### config.mk
export PLATFORM = sky130hd
export DESIGN_NAME = true_range_window_average
export DESIGN_NICKNAME = d
export VERILOG_FILES = /design/src/rtl/trwa_pkg.sv /design/src/rtl/true_range_window_average.sv /design/src/rtl/trwa_div.sv /design/src/rtl/trwa_ctrl.sv /design/src/rtl/trwa_dp.sv
export VERILOG_INCLUDE_DIRS = /design/src /design/src/rtl
export SDC_FILE = /design/constraint.sdc
export NUM_CORES = 2
export LEC_CHECK = 0
export ABC_AREA = 0
export BUFFER_PORTS_ARGS = -buffer_cell sky130_fd_sc_hd__buf_4
export CELL_PAD_IN_SITES_DETAIL_PLACEMENT = 0
export CELL_PAD_IN_SITES_GLOBAL_PLACEMENT = 1
export CORE_MARGIN = 3
export CORE_UTILIZATION = 45
export DETAILED_ROUTE_END_ITERATION = 8
export PLACE_DENSITY = 0.7
export SYNTH_ARGS = -nofsm -noshare
export SYNTH_HDL_FRONTEND = slang
export SYNTH_HIERARCHICAL = 1
export SYNTH_SLANG_ARGS = --single-unit
### constraint.sdc
create_clock -name i_clk -period 20.3 [get_ports i_clk]
set_input_delay 1.015 -clock i_clk [delete_from_list [all_inputs] [get_ports i_clk]]
set_output_delay 1.015 -clock i_clk [all_outputs]
set_load 0.02 [all_outputs]
### src/rtl/true_range_window_average_macros.svh
// ----------------------------------------------------------------------------
// true_range_window_average_macros.svh
// Assertion macros used by the block's datapath, trwa_dp.
// ----------------------------------------------------------------------------
`ifndef TRUE_RANGE_WINDOW_AVERAGE_MACROS_SVH
`define TRUE_RANGE_WINDOW_AVERAGE_MACROS_SVH

// cond must hold at every clock edge outside reset
`define TRWA_ASSERT_ALWAYS(label, clk, rst_n, cond, msg) \
    label: assert property (@(posedge clk) disable iff (!rst_n) (cond)) else $error(msg);

// cons must hold in the same cycle as ante
`define TRWA_ASSERT_IMPL(label, clk, rst_n, ante, cons, msg) \
    label: assert property (@(posedge clk) disable iff (!rst_n) (ante) |-> (cons)) \
        else $error(msg);

`endif

### src/rtl/trwa_pkg.sv
// ----------------------------------------------------------------------------
// trwa_pkg
// Types and constants shared by the true range window average block.
// ----------------------------------------------------------------------------
`timescale 1ns / 1ps
`default_nettype none

package trwa_pkg;

    localparam int PERIOD_W = 7;
    localparam logic [PERIOD_W-1:0] PERIOD_RESET = 7'd14;

    localparam int CFG_DATA_W = 32;
    localparam int CFG_ADDR_W = 3;
    // register index taken from paddr[2]
    localparam logic REG_ATR_PERIOD = 1'b0;

    typedef enum logic [2:0] {
        S_IDLE,
        S_CALC,
        S_RANGE,
        S_UPDATE,
        S_CHECK,
        S_DIVIDE,
        S_DONE
    } t_state;

    typedef struct packed {
        logic capture;    // latch the input bar
        logic calc;       // differences, ring read, series restart
        logic range;      // pick the true range
        logic update;     // ring write, running sum, window counters
        logic check;      // sample window-full flag
        logic div_start;  // launch sum / period
        logic out_load;   // move result to output register
    } t_cmd;

    typedef struct packed {
        logic win_full;
        logic div_busy;
        logic out_free;
    } t_sts;

endpackage

`default_nettype wire

### src/rtl/true_range_window_average.sv
// ----------------------------------------------------------------------------
// true_range_window_average
// Average true range of price bars over a sliding window of atr_period bars.
//
//   channel  | dir | handshake                  | payload
//   ---------+-----+----------------------------+--------------------------------
//   s_axis   | in  | s_axis_tvalid/tready       | tdata: high, low, close; tuser: start
//   m_axis   | out | m_axis_tvalid/tready       | tdata: atr_value; tuser: atr_valid
//   apb      | in  | psel/penable/pwrite/pready | 0x0: atr_period
//
// One bar at a time; a bar whose window is full goes through the bit-serial
// divide of the running sum by the period before its result is loaded; a bar
// without a full window skips the divide.
// The result register lets the next bar enter while a result waits; a bar
// that finishes before that result is taken holds until the register frees.
// Reset clears the series and the window; period resets to 14.
// ----------------------------------------------------------------------------
`timescale 1ns / 1ps
`default_nettype none

module true_range_window_average #(
    parameter int MAX_PERIOD = 64,
    parameter int PRICE_BITS = 32
) (
    input  wire logic                                   i_clk,
    input  wire logic                                   i_rst_n,
    input  wire logic                                   s_axis_tvalid,
    output logic                                        s_axis_tready,
    // high_price, low_price, close_price
    input  wire logic [((3*PRICE_BITS+7)/8)*8-1:0]      s_axis_tdata,
    // series_start
    input  wire logic                                   s_axis_tuser,
    output logic                                        m_axis_tvalid,
    input  wire logic                                   m_axis_tready,
    // atr_value
    output logic [((PRICE_BITS+7)/8)*8-1:0]             m_axis_tdata,
    // atr_valid
    output logic                                        m_axis_tuser,
    input  wire logic                                   psel,
    input  wire logic                                   penable,
    input  wire logic                                   pwrite,
    input  wire logic [trwa_pkg::CFG_ADDR_W-1:0]        paddr,
    input  wire logic [trwa_pkg::CFG_DATA_W-1:0]        pwdata,
    output logic [trwa_pkg::CFG_DATA_W-1:0]             prdata,
    output logic                                        pready
);
    import trwa_pkg::*;

    localparam int OUT_W = ((PRICE_BITS + 7) / 8) * 8;

    logic [PERIOD_W-1:0]   r_atr_period;
    logic                  cfg_wr;
    t_cmd                  cmd;
    t_sts                  sts;
    logic [PRICE_BITS-1:0] out_value;

    assign pready = 1'b1;
    assign cfg_wr = psel && penable && pwrite && (paddr[2] == REG_ATR_PERIOD);
    assign prdata = (paddr[2] == REG_ATR_PERIOD) ? CFG_DATA_W'(r_atr_period) : '0;

    always_ff @(posedge i_clk) begin
        if (!i_rst_n) begin
            r_atr_period <= PERIOD_RESET;
        end else if (cfg_wr) begin
            r_atr_period <= pwdata[PERIOD_W-1:0];
        end
    end

    trwa_ctrl u_ctrl (
        .i_clk      (i_clk),
        .i_rst_n    (i_rst_n),
        .i_in_valid (s_axis_tvalid),
        .o_in_ready (s_axis_tready),
        .i_sts      (sts),
        .o_cmd      (cmd)
    );

    trwa_dp #(
        .MAX_PERIOD (MAX_PERIOD),
        .PRICE_BITS (PRICE_BITS)
    ) u_dp (
        .i_clk       (i_clk),
        .i_rst_n     (i_rst_n),
        .i_cmd       (cmd),
        .o_sts       (sts),
        .i_period    (r_atr_period),
        .i_cfg_clear (cfg_wr),
        .i_start     (s_axis_tuser),
        .i_high      (s_axis_tdata[PRICE_BITS-1:0]),
        .i_low       (s_axis_tdata[2*PRICE_BITS-1:PRICE_BITS]),
        .i_close     (s_axis_tdata[3*PRICE_BITS-1:2*PRICE_BITS]),
        .i_out_ready (m_axis_tready),
        .o_out_valid (m_axis_tvalid),
        .o_out_flag  (m_axis_tuser),
        .o_out_value (out_value)
    );

    assign m_axis_tdata = OUT_W'(out_value);

endmodule

`default_nettype wire

### src/rtl/trwa_div.sv
// ----------------------------------------------------------------------------
// trwa_div
// Restoring divider, one quotient bit per cycle.
// ----------------------------------------------------------------------------
`timescale 1ns / 1ps
`default_nettype none

module trwa_div #(
    parameter int SUM_W = 38
) (
    input  wire logic                          i_clk,
    input  wire logic                          i_rst_n,
    input  wire logic                          i_start,
    input  wire logic [SUM_W-1:0]              i_dividend,
    input  wire logic [trwa_pkg::PERIOD_W-1:0] i_divisor,
    output logic                               o_busy,
    output logic [SUM_W-1:0]                   o_quotient
);
    import trwa_pkg::*;

    localparam int CNT_W = $clog2(SUM_W);

    logic                r_busy;
    logic [CNT_W-1:0]    r_cnt;
    logic [SUM_W-1:0]    r_quo;
    logic [PERIOD_W-1:0] r_rem;
    logic [PERIOD_W-1:0] r_dvs;

    logic [PERIOD_W:0]   trial;
    logic [PERIOD_W:0]   diff;
    logic                ge;
    logic [PERIOD_W-1:0] n_rem;

    always_comb begin
        trial = {r_rem, r_quo[SUM_W-1]};
        diff  = trial - {1'b0, r_dvs};
        ge    = (trial >= {1'b0, r_dvs});
        n_rem = ge ? diff[PERIOD_W-1:0] : trial[PERIOD_W-1:0];
    end

    always_ff @(posedge i_clk) begin
        if (!i_rst_n) begin
            r_busy <= 1'b0;
            r_cnt  <= '0;
        end else if (i_start) begin
            r_busy <= 1'b1;
            r_cnt  <= CNT_W'(SUM_W - 1);
        end else if (r_busy) begin
            if (r_cnt == '0) begin
                r_busy <= 1'b0;
            end
            r_cnt <= r_cnt - 1'b1;
        end
    end

    always_ff @(posedge i_clk) begin
        if (i_start) begin
            r_quo <= i_dividend;
            r_rem <= '0;
            r_dvs <= i_divisor;
        end else if (r_busy) begin
            r_quo <= {r_quo[SUM_W-2:0], ge};
            r_rem <= n_rem;
        end
    end

    assign o_busy     = r_busy;
    assign o_quotient = r_quo;

endmodule

`default_nettype wire

### src/rtl/trwa_ctrl.sv
// ----------------------------------------------------------------------------
// trwa_ctrl
// Sequencer: walks one bar through the datapath steps.
// ----------------------------------------------------------------------------
`timescale 1ns / 1ps
`default_nettype none

module trwa_ctrl (
    input  wire logic          i_clk,
    input  wire logic          i_rst_n,
    input  wire logic          i_in_valid,
    output logic               o_in_ready,
    input  wire trwa_pkg::t_sts i_sts,
    output trwa_pkg::t_cmd     o_cmd
);
    import trwa_pkg::*;

    t_state r_state;
    t_state n_state;

    always_ff @(posedge i_clk) begin
        if (!i_rst_n) begin
            r_state <= S_IDLE;
        end else begin
            r_state <= n_state;
        end
    end

    always_comb begin
        n_state    = r_state;
        o_cmd      = '0;
        o_in_ready = 1'b0;
        case (r_state)
            S_IDLE: begin
                o_in_ready = 1'b1;
                if (i_in_valid) begin
                    o_cmd.capture = 1'b1;
                    n_state       = S_CALC;
                end
            end
            S_CALC: begin
                o_cmd.calc = 1'b1;
                n_state    = S_RANGE;
            end
            S_RANGE: begin
                o_cmd.range = 1'b1;
                n_state     = S_UPDATE;
            end
            S_UPDATE: begin
                o_cmd.update = 1'b1;
                n_state      = S_CHECK;
            end
            S_CHECK: begin
                o_cmd.check = 1'b1;
                if (i_sts.win_full) begin
                    o_cmd.div_start = 1'b1;
                    n_state         = S_DIVIDE;
                end else begin
                    n_state = S_DONE;
                end
            end
            S_DIVIDE: begin
                if (!i_sts.div_busy) begin
                    n_state = S_DONE;
                end
            end
            S_DONE: begin
                if (i_sts.out_free) begin
                    o_cmd.out_load = 1'b1;
                    n_state        = S_IDLE;
                end
            end
            default: begin
                n_state = S_IDLE;
            end
        endcase
    end

endmodule

`default_nettype wire

### src/rtl/trwa_dp.sv
// ----------------------------------------------------------------------------
// trwa_dp
// Datapath: true range, range ring, running sum, divider, result register.
// ----------------------------------------------------------------------------
`timescale 1ns / 1ps
`default_nettype none
`include "true_range_window_average_macros.svh"

module trwa_dp #(
    parameter int MAX_PERIOD = 64,
    parameter int PRICE_BITS = 32
) (
    input  wire logic                          i_clk,
    input  wire logic                          i_rst_n,
    input  wire trwa_pkg::t_cmd                i_cmd,
    output trwa_pkg::t_sts                     o_sts,
    input  wire logic [trwa_pkg::PERIOD_W-1:0] i_period,
    input  wire logic                          i_cfg_clear,
    input  wire logic                          i_start,
    input  wire logic [PRICE_BITS-1:0]         i_high,
    input  wire logic [PRICE_BITS-1:0]         i_low,
    input  wire logic [PRICE_BITS-1:0]         i_close,
    input  wire logic                          i_out_ready,
    output logic                               o_out_valid,
    output logic                               o_out_flag,
    output logic [PRICE_BITS-1:0]              o_out_value
);
    import trwa_pkg::*;

    localparam int AW    = $clog2(MAX_PERIOD);
    localparam int SUM_W = PRICE_BITS + AW;
    localparam int CW    = ((AW > PERIOD_W) ? AW : PERIOD_W) + 1;

    // input bar
    logic                  r_start;
    logic [PRICE_BITS-1:0] r_high;
    logic [PRICE_BITS-1:0] r_low;
    logic [PRICE_BITS-1:0] r_close;

    // series state
    logic [PRICE_BITS-1:0] r_prev_close;
    logic                  r_have_prev;
    logic [AW-1:0]         r_pos;
    logic [PERIOD_W-1:0]   r_held;
    logic [SUM_W-1:0]      r_sum;

    // per-item intermediates
    logic [PRICE_BITS-1:0] r_hl;
    logic [PRICE_BITS-1:0] r_hc;
    logic [PRICE_BITS-1:0] r_lc;
    logic [PRICE_BITS-1:0] r_tr;
    logic [AW-1:0]         r_wr_pos;
    logic                  r_do_upd;
    logic                  r_win_full_q;

    logic [PRICE_BITS-1:0] r_ring [MAX_PERIOD];
    logic [PRICE_BITS-1:0] r_ring_q;

    logic                  r_out_valid;
    logic                  r_out_flag;
    logic [PRICE_BITS-1:0] r_out_value;

    logic [PERIOD_W-1:0]   period_eff;
    logic [AW-1:0]         pos_eff;
    logic [CW-1:0]         pos_inc;
    logic [AW-1:0]         n_pos;
    logic                  full_now;
    logic                  win_full;
    logic [PRICE_BITS-1:0] tr_max;
    logic [SUM_W-1:0]      n_sum;
    logic                  div_busy;
    logic [SUM_W-1:0]      quotient;
    logic                  out_free;

    always_comb begin
        period_eff = (32'(i_period) > 32'(MAX_PERIOD)) ? PERIOD_W'(MAX_PERIOD) : i_period;
        // wrap a stale position after a shorter period, and restart on a new series
        pos_eff    = (r_start || (CW'(r_pos) >= CW'(period_eff))) ? '0 : r_pos;
        pos_inc    = CW'(r_wr_pos) + CW'(1);
        n_pos      = (pos_inc >= CW'(period_eff)) ? '0 : pos_inc[AW-1:0];
        full_now   = (r_held >= period_eff);
        win_full   = (period_eff != '0) && full_now;
        tr_max     = r_hl;
        if (r_hc > tr_max) begin
            tr_max = r_hc;
        end
        if (r_lc > tr_max) begin
            tr_max = r_lc;
        end
        n_sum      = r_sum + SUM_W'(r_tr) - (full_now ? SUM_W'(r_ring_q) : '0);
        out_free   = !r_out_valid || i_out_ready;
    end

    always_ff @(posedge i_clk) begin
        if (i_cmd.capture) begin
            r_start <= i_start;
            r_high  <= i_high;
            r_low   <= i_low;
            r_close <= i_close;
        end
        if (i_cmd.calc) begin
            r_hl     <= (r_high > r_low) ? (r_high - r_low) : '0;
            r_hc     <= (r_high >= r_prev_close) ? (r_high - r_prev_close)
                                                 : (r_prev_close - r_high);
            r_lc     <= (r_low >= r_prev_close) ? (r_low - r_prev_close)
                                                : (r_prev_close - r_low);
            r_wr_pos <= pos_eff;
            r_ring_q <= r_ring[pos_eff];
        end
        if (i_cmd.range) begin
            r_tr <= tr_max;
        end
        if (i_cmd.update && r_do_upd) begin
            r_ring[r_wr_pos] <= r_tr;
        end
        if (i_cmd.check) begin
            r_win_full_q <= win_full;
        end
    end

    always_ff @(posedge i_clk) begin
        if (!i_rst_n) begin
            r_prev_close <= '0;
            r_have_prev  <= 1'b0;
            r_pos        <= '0;
            r_held       <= '0;
            r_sum        <= '0;
            r_do_upd     <= 1'b0;
        end else begin
            if (i_cmd.calc) begin
                r_do_upd <= !r_start && r_have_prev && (period_eff != '0);
                if (r_start) begin
                    r_have_prev <= 1'b0;
                    r_pos       <= '0;
                    r_held      <= '0;
                    r_sum       <= '0;
                end
            end
            if (i_cmd.update) begin
                r_prev_close <= r_close;
                r_have_prev  <= 1'b1;
                if (r_do_upd) begin
                    r_sum <= n_sum;
                    r_pos <= n_pos;
                    if (!full_now) begin
                        r_held <= r_held + 1'b1;
                    end
                end
            end
            // a period write restarts the window
            if (i_cfg_clear) begin
                r_pos  <= '0;
                r_held <= '0;
                r_sum  <= '0;
            end
        end
    end

    trwa_div #(
        .SUM_W (SUM_W)
    ) u_div (
        .i_clk      (i_clk),
        .i_rst_n    (i_rst_n),
        .i_start    (i_cmd.div_start),
        .i_dividend (r_sum),
        .i_divisor  (period_eff),
        .o_busy     (div_busy),
        .o_quotient (quotient)
    );

    always_ff @(posedge i_clk) begin
        if (!i_rst_n) begin
            r_out_valid <= 1'b0;
        end else if (i_cmd.out_load) begin
            r_out_valid <= 1'b1;
        end else if (i_out_ready) begin
            r_out_valid <= 1'b0;
        end
    end

    always_ff @(posedge i_clk) begin
        if (i_cmd.out_load) begin
            r_out_flag  <= r_win_full_q;
            r_out_value <= r_win_full_q ? quotient[PRICE_BITS-1:0] : '0;
        end
    end

    assign o_sts.win_full = win_full;
    assign o_sts.div_busy = div_busy;
    assign o_sts.out_free = out_free;
    assign o_out_valid    = r_out_valid;
    assign o_out_flag     = r_out_flag;
    assign o_out_value    = r_out_value;

    `TRWA_ASSERT_ALWAYS(a_held_le_period, i_clk, i_rst_n, r_held <= period_eff, "held count above period")
    `TRWA_ASSERT_ALWAYS(a_pos_in_window, i_clk, i_rst_n, (r_pos == '0) || (CW'(r_pos) < CW'(period_eff)), "ring position outside window")
    `TRWA_ASSERT_IMPL(a_invalid_zero, i_clk, i_rst_n, r_out_valid && !r_out_flag, r_out_value == '0, "invalid result carries nonzero value")
    `TRWA_ASSERT_IMPL(a_load_when_free, i_clk, i_rst_n, i_cmd.out_load, out_free, "result overwritten before taken")

endmodule

`default_nettype wire

==> metrics <==
status=complete, but fails checks; failing checks=max-capacitance violations; Die Span Y=503 um; WP data required=approximately 21 ns; r2r startpoint=r_atr_period[6]; fin. max-slew vios=0; gpl congestion=0.892; Hold WC Path Type=in2reg; Worst Hold Launch=s_axis_tdata[34]; synth unique cells=106; DR WL/cell=approximately 28 um; Fin. Hold Viols=0; largest family of logic cells by synthesized area=multiplexers; share of layout cells above drive strength 1=15.4%; first-pass GRT wire length=between 400000 and 500000 um; Static Leak=42.2 nW; clock root buffer=clkbuf_16; I/O Buffers=153; CTS H-tree depth=5; via count=67741; post-cts sizing count=0; worst clock skew=0.0529 ns; Peak supply drop=0.0000965 V; Primary FF master, synth=edfxtp_1; largest net degree at the start of global routing=about 120; DRT Wirelength=between 300000 and 400000 um; post-synthesis sequential area ratio=between 60% and 70%; Mean Syn Cell Area=14.3 um2; Inst Count DP=10870; post-route minimum period=around 6.8 ns; initial core utilization=45.4%; antenna violations before repair=18; Clock transition at path regs=0.06 ns; total grt overflow=0; DP Wirelength=198000 um; post-synth top area share=about two thirds; hold-fix buffers at CTS=0; CTS tree=yes; number of synthesized flops with an enable pin=2390; FF+latch area=0.0740 mm2; simple logic cell fraction of the synthesized area=approximately 7.8%; Ys Warns=6; fmax=0.148 GHz; die area=0.253 mm2; Fill cells=20300; # setup viols final=0; clk buf depth=4; unrepaired setup endpoints after global routing=false; Post-synth top cells=2390 x edfxtp_1, 686 x nor2_1, 381 x a21oi_1, 367 x inv_1, 350 x nand2_1; Gate Count Post-Synth=7746; synth top area cells=edfxtp_1 65%, mux4_2 5.2%, ha_1 3.3%; Site Rows=181; CP arrival=7.40 ns; DRC=0; mux share of post-synthesis cell area=8.97%; clock sinks=2500; Compound-Gate Fraction of Synth Area=8.49%; CP max FO=43; initial DRC count=8043; Core ar.=0.244 mm2; Total GRT Usage=~25%; area leader, netlist=edfxtp_1; area of the multi-input gates=0.0342 mm2; asr flop ratio synth=0%; CTS buffer count=282; nets=8420; Routed Antenna Nets=0; Adder-Cell Fraction of Synth Area=3.97%; Fin Setup TNS=0 ns; Yosys reg bits=2500; Slew headroom=under 10%; Least-Margin Pin Slew=1.47 ns; Die X=503 um; Vias per Instance=5.96; kind of critical path=reg2reg; max cap viols=1; CP startpoint kind=flip-flop; post-CTS setup buffers=0; IO Pins=around 210; Critical Path Start=r_atr_period[6]; synthesis-to-finish area growth=12.7%; CP endpoint kind=flip-flop; power density over the cells=93.4 mW/mm2; fin cells=roughly 11000; most common cell in the netlist=edfxtp_1; crit share post-route=33.3%; vias in the first global route=65633; iteration count of the initial detailed-routing pass=9; XOR/XNOR share of the synthesized area=0.963%; clock latency on the worst-skew pair=0.93 ns; Mapped Area=0.111 mm2
==> metal layers <==
metal  track usage [%]  vias to the layer above  wire length [um]
met2              38.7                     2980            145000
met4              9.05                        8             12000
met1              35.0                    34239            132000
met5                 0                        -                39
li1                  -                    30050                 -
met3              4.51                      464             27800
==> worst max-delay path: stages (launching register included) <==
cell and delay, ns:
dfxtp_1 0.70, inv_1 0.34, nand2_1 0.31, ha_1 0.26
o2111ai_1 0.31, o211ai_4 0.44, buf_4 0.56, or2_4 0.71
buf_4 0.64, buf_4 0.59, o22ai_1 0.15, nor4_1 0.30
or3_1 0.28, o21ai_0 0.12, buf_4 0.20, o21ai_0 0.42
==> cells by family after synthesis <==
kind of cell               Yosys count
DFF                               2500
xor gates and xnor gates           122
buffers and inverters              837
adders and majority gates          329
and+or+nand+nor                   1827
muxes                              659
other                                2
AOI/OAI and AO/OA                 1470
==> power by group <==
group          internal (mW)  switching [mW]  leakage, nW
Sequential              5.82          0.0609         22.5
Clock                   2.81            1.96         4.17
Combinational          0.323           0.705         15.6
Total                   8.95            2.72         42.2
==> worst paths after layout <==
kind	to	cells after the start	slack, ns
worst min register to register	u_dp/r_sum[18]	2	0.48
worst max-delay path	u_dp/r_ring_q[29]	15	13.53
worst max register to register	u_dp/r_ring_q[29]	15	13.53
worst min-delay path	u_dp/r_low[2]	1	0.28
==> metrics by stage <==
| stage | worst slack, ns | hold slack (ns) | total power [mW] | area [um2] | util (%) |
|---|---|---|---|---|---|
| 2_1_floorplan | 7.48 | 0.435 | 6.61 | 111000 | - |
| 3_3_place_gp | 13.63 | 0.462 | 6.99 | 116000 | 47.7 |
| 3_5_place_dp | 13.56 | 0.476 | 7.01 | 116000 | 47.7 |
| 4_1_cts | 13.54 | 0.210 | 11.8 | 125000 | 51.2 |
| 5_1_grt | 13.36 | 0.231 | 12.1 | 125000 | 51.2 |
| 6_report | 13.53 | 0.282 | 11.7 | 125000 | 51.2 |
==> state kept, by name, summed over array words and instances, names as in the netlist, 7 cells and up <==
name / flops
u_dp/r_hl: 32
u_dp/r_held: 7
u_dp/r_high: 32
u_dp/u_div/r_dvs: 7
u_dp/r_ring: 2048
u_dp/r_low: 32
u_dp/r_prev_close: 32
u_dp/r_ring_q: 32
u_dp/r_lc: 32
u_dp/r_tr: 32
u_dp/o_out_value: 32
u_dp/r_hc: 32
u_dp/r_close: 32
u_dp/u_div/r_rem: 7
u_dp/r_sum: 38
r_atr_period: 7
u_dp/u_div/o_quotient: 38
==> cell usage in the layout, fill, tap and decap left out, types with 92 or more instances in the layout <==
master,Yosys,layout
edfxtp_1,2390,2390
mux4_2,257,257
o22ai_1,218,218
nor2_1,686,621
a21o_1,98,98
ha_1,291,291
buf_4,35,360
a211oi_1,92,92
dfxtp_1,110,106
o21ai_0,274,274
nand2_1,350,346
o221ai_1,107,107
clkbuf_16,0,289
nor3_1,208,208
inv_1,367,366
mux2_2,111,111
a21oi_1,381,380
mux2i_1,291,291
==> final cells by class <==
cell class | count | area share, %
flip-flops and latches | 2500 | 59.2
multi-input cells | 4433 | 27.4
clock buffers | 352 | 6.02
well taps | 3202 | 3.21
repair buffers | 365 | 2.24
inverters | 370 | 1.11
clock inverters | 125 | 0.809
diodes | 10 | 0.0200
No activity file was read; power rests on OpenSTA's default activity.
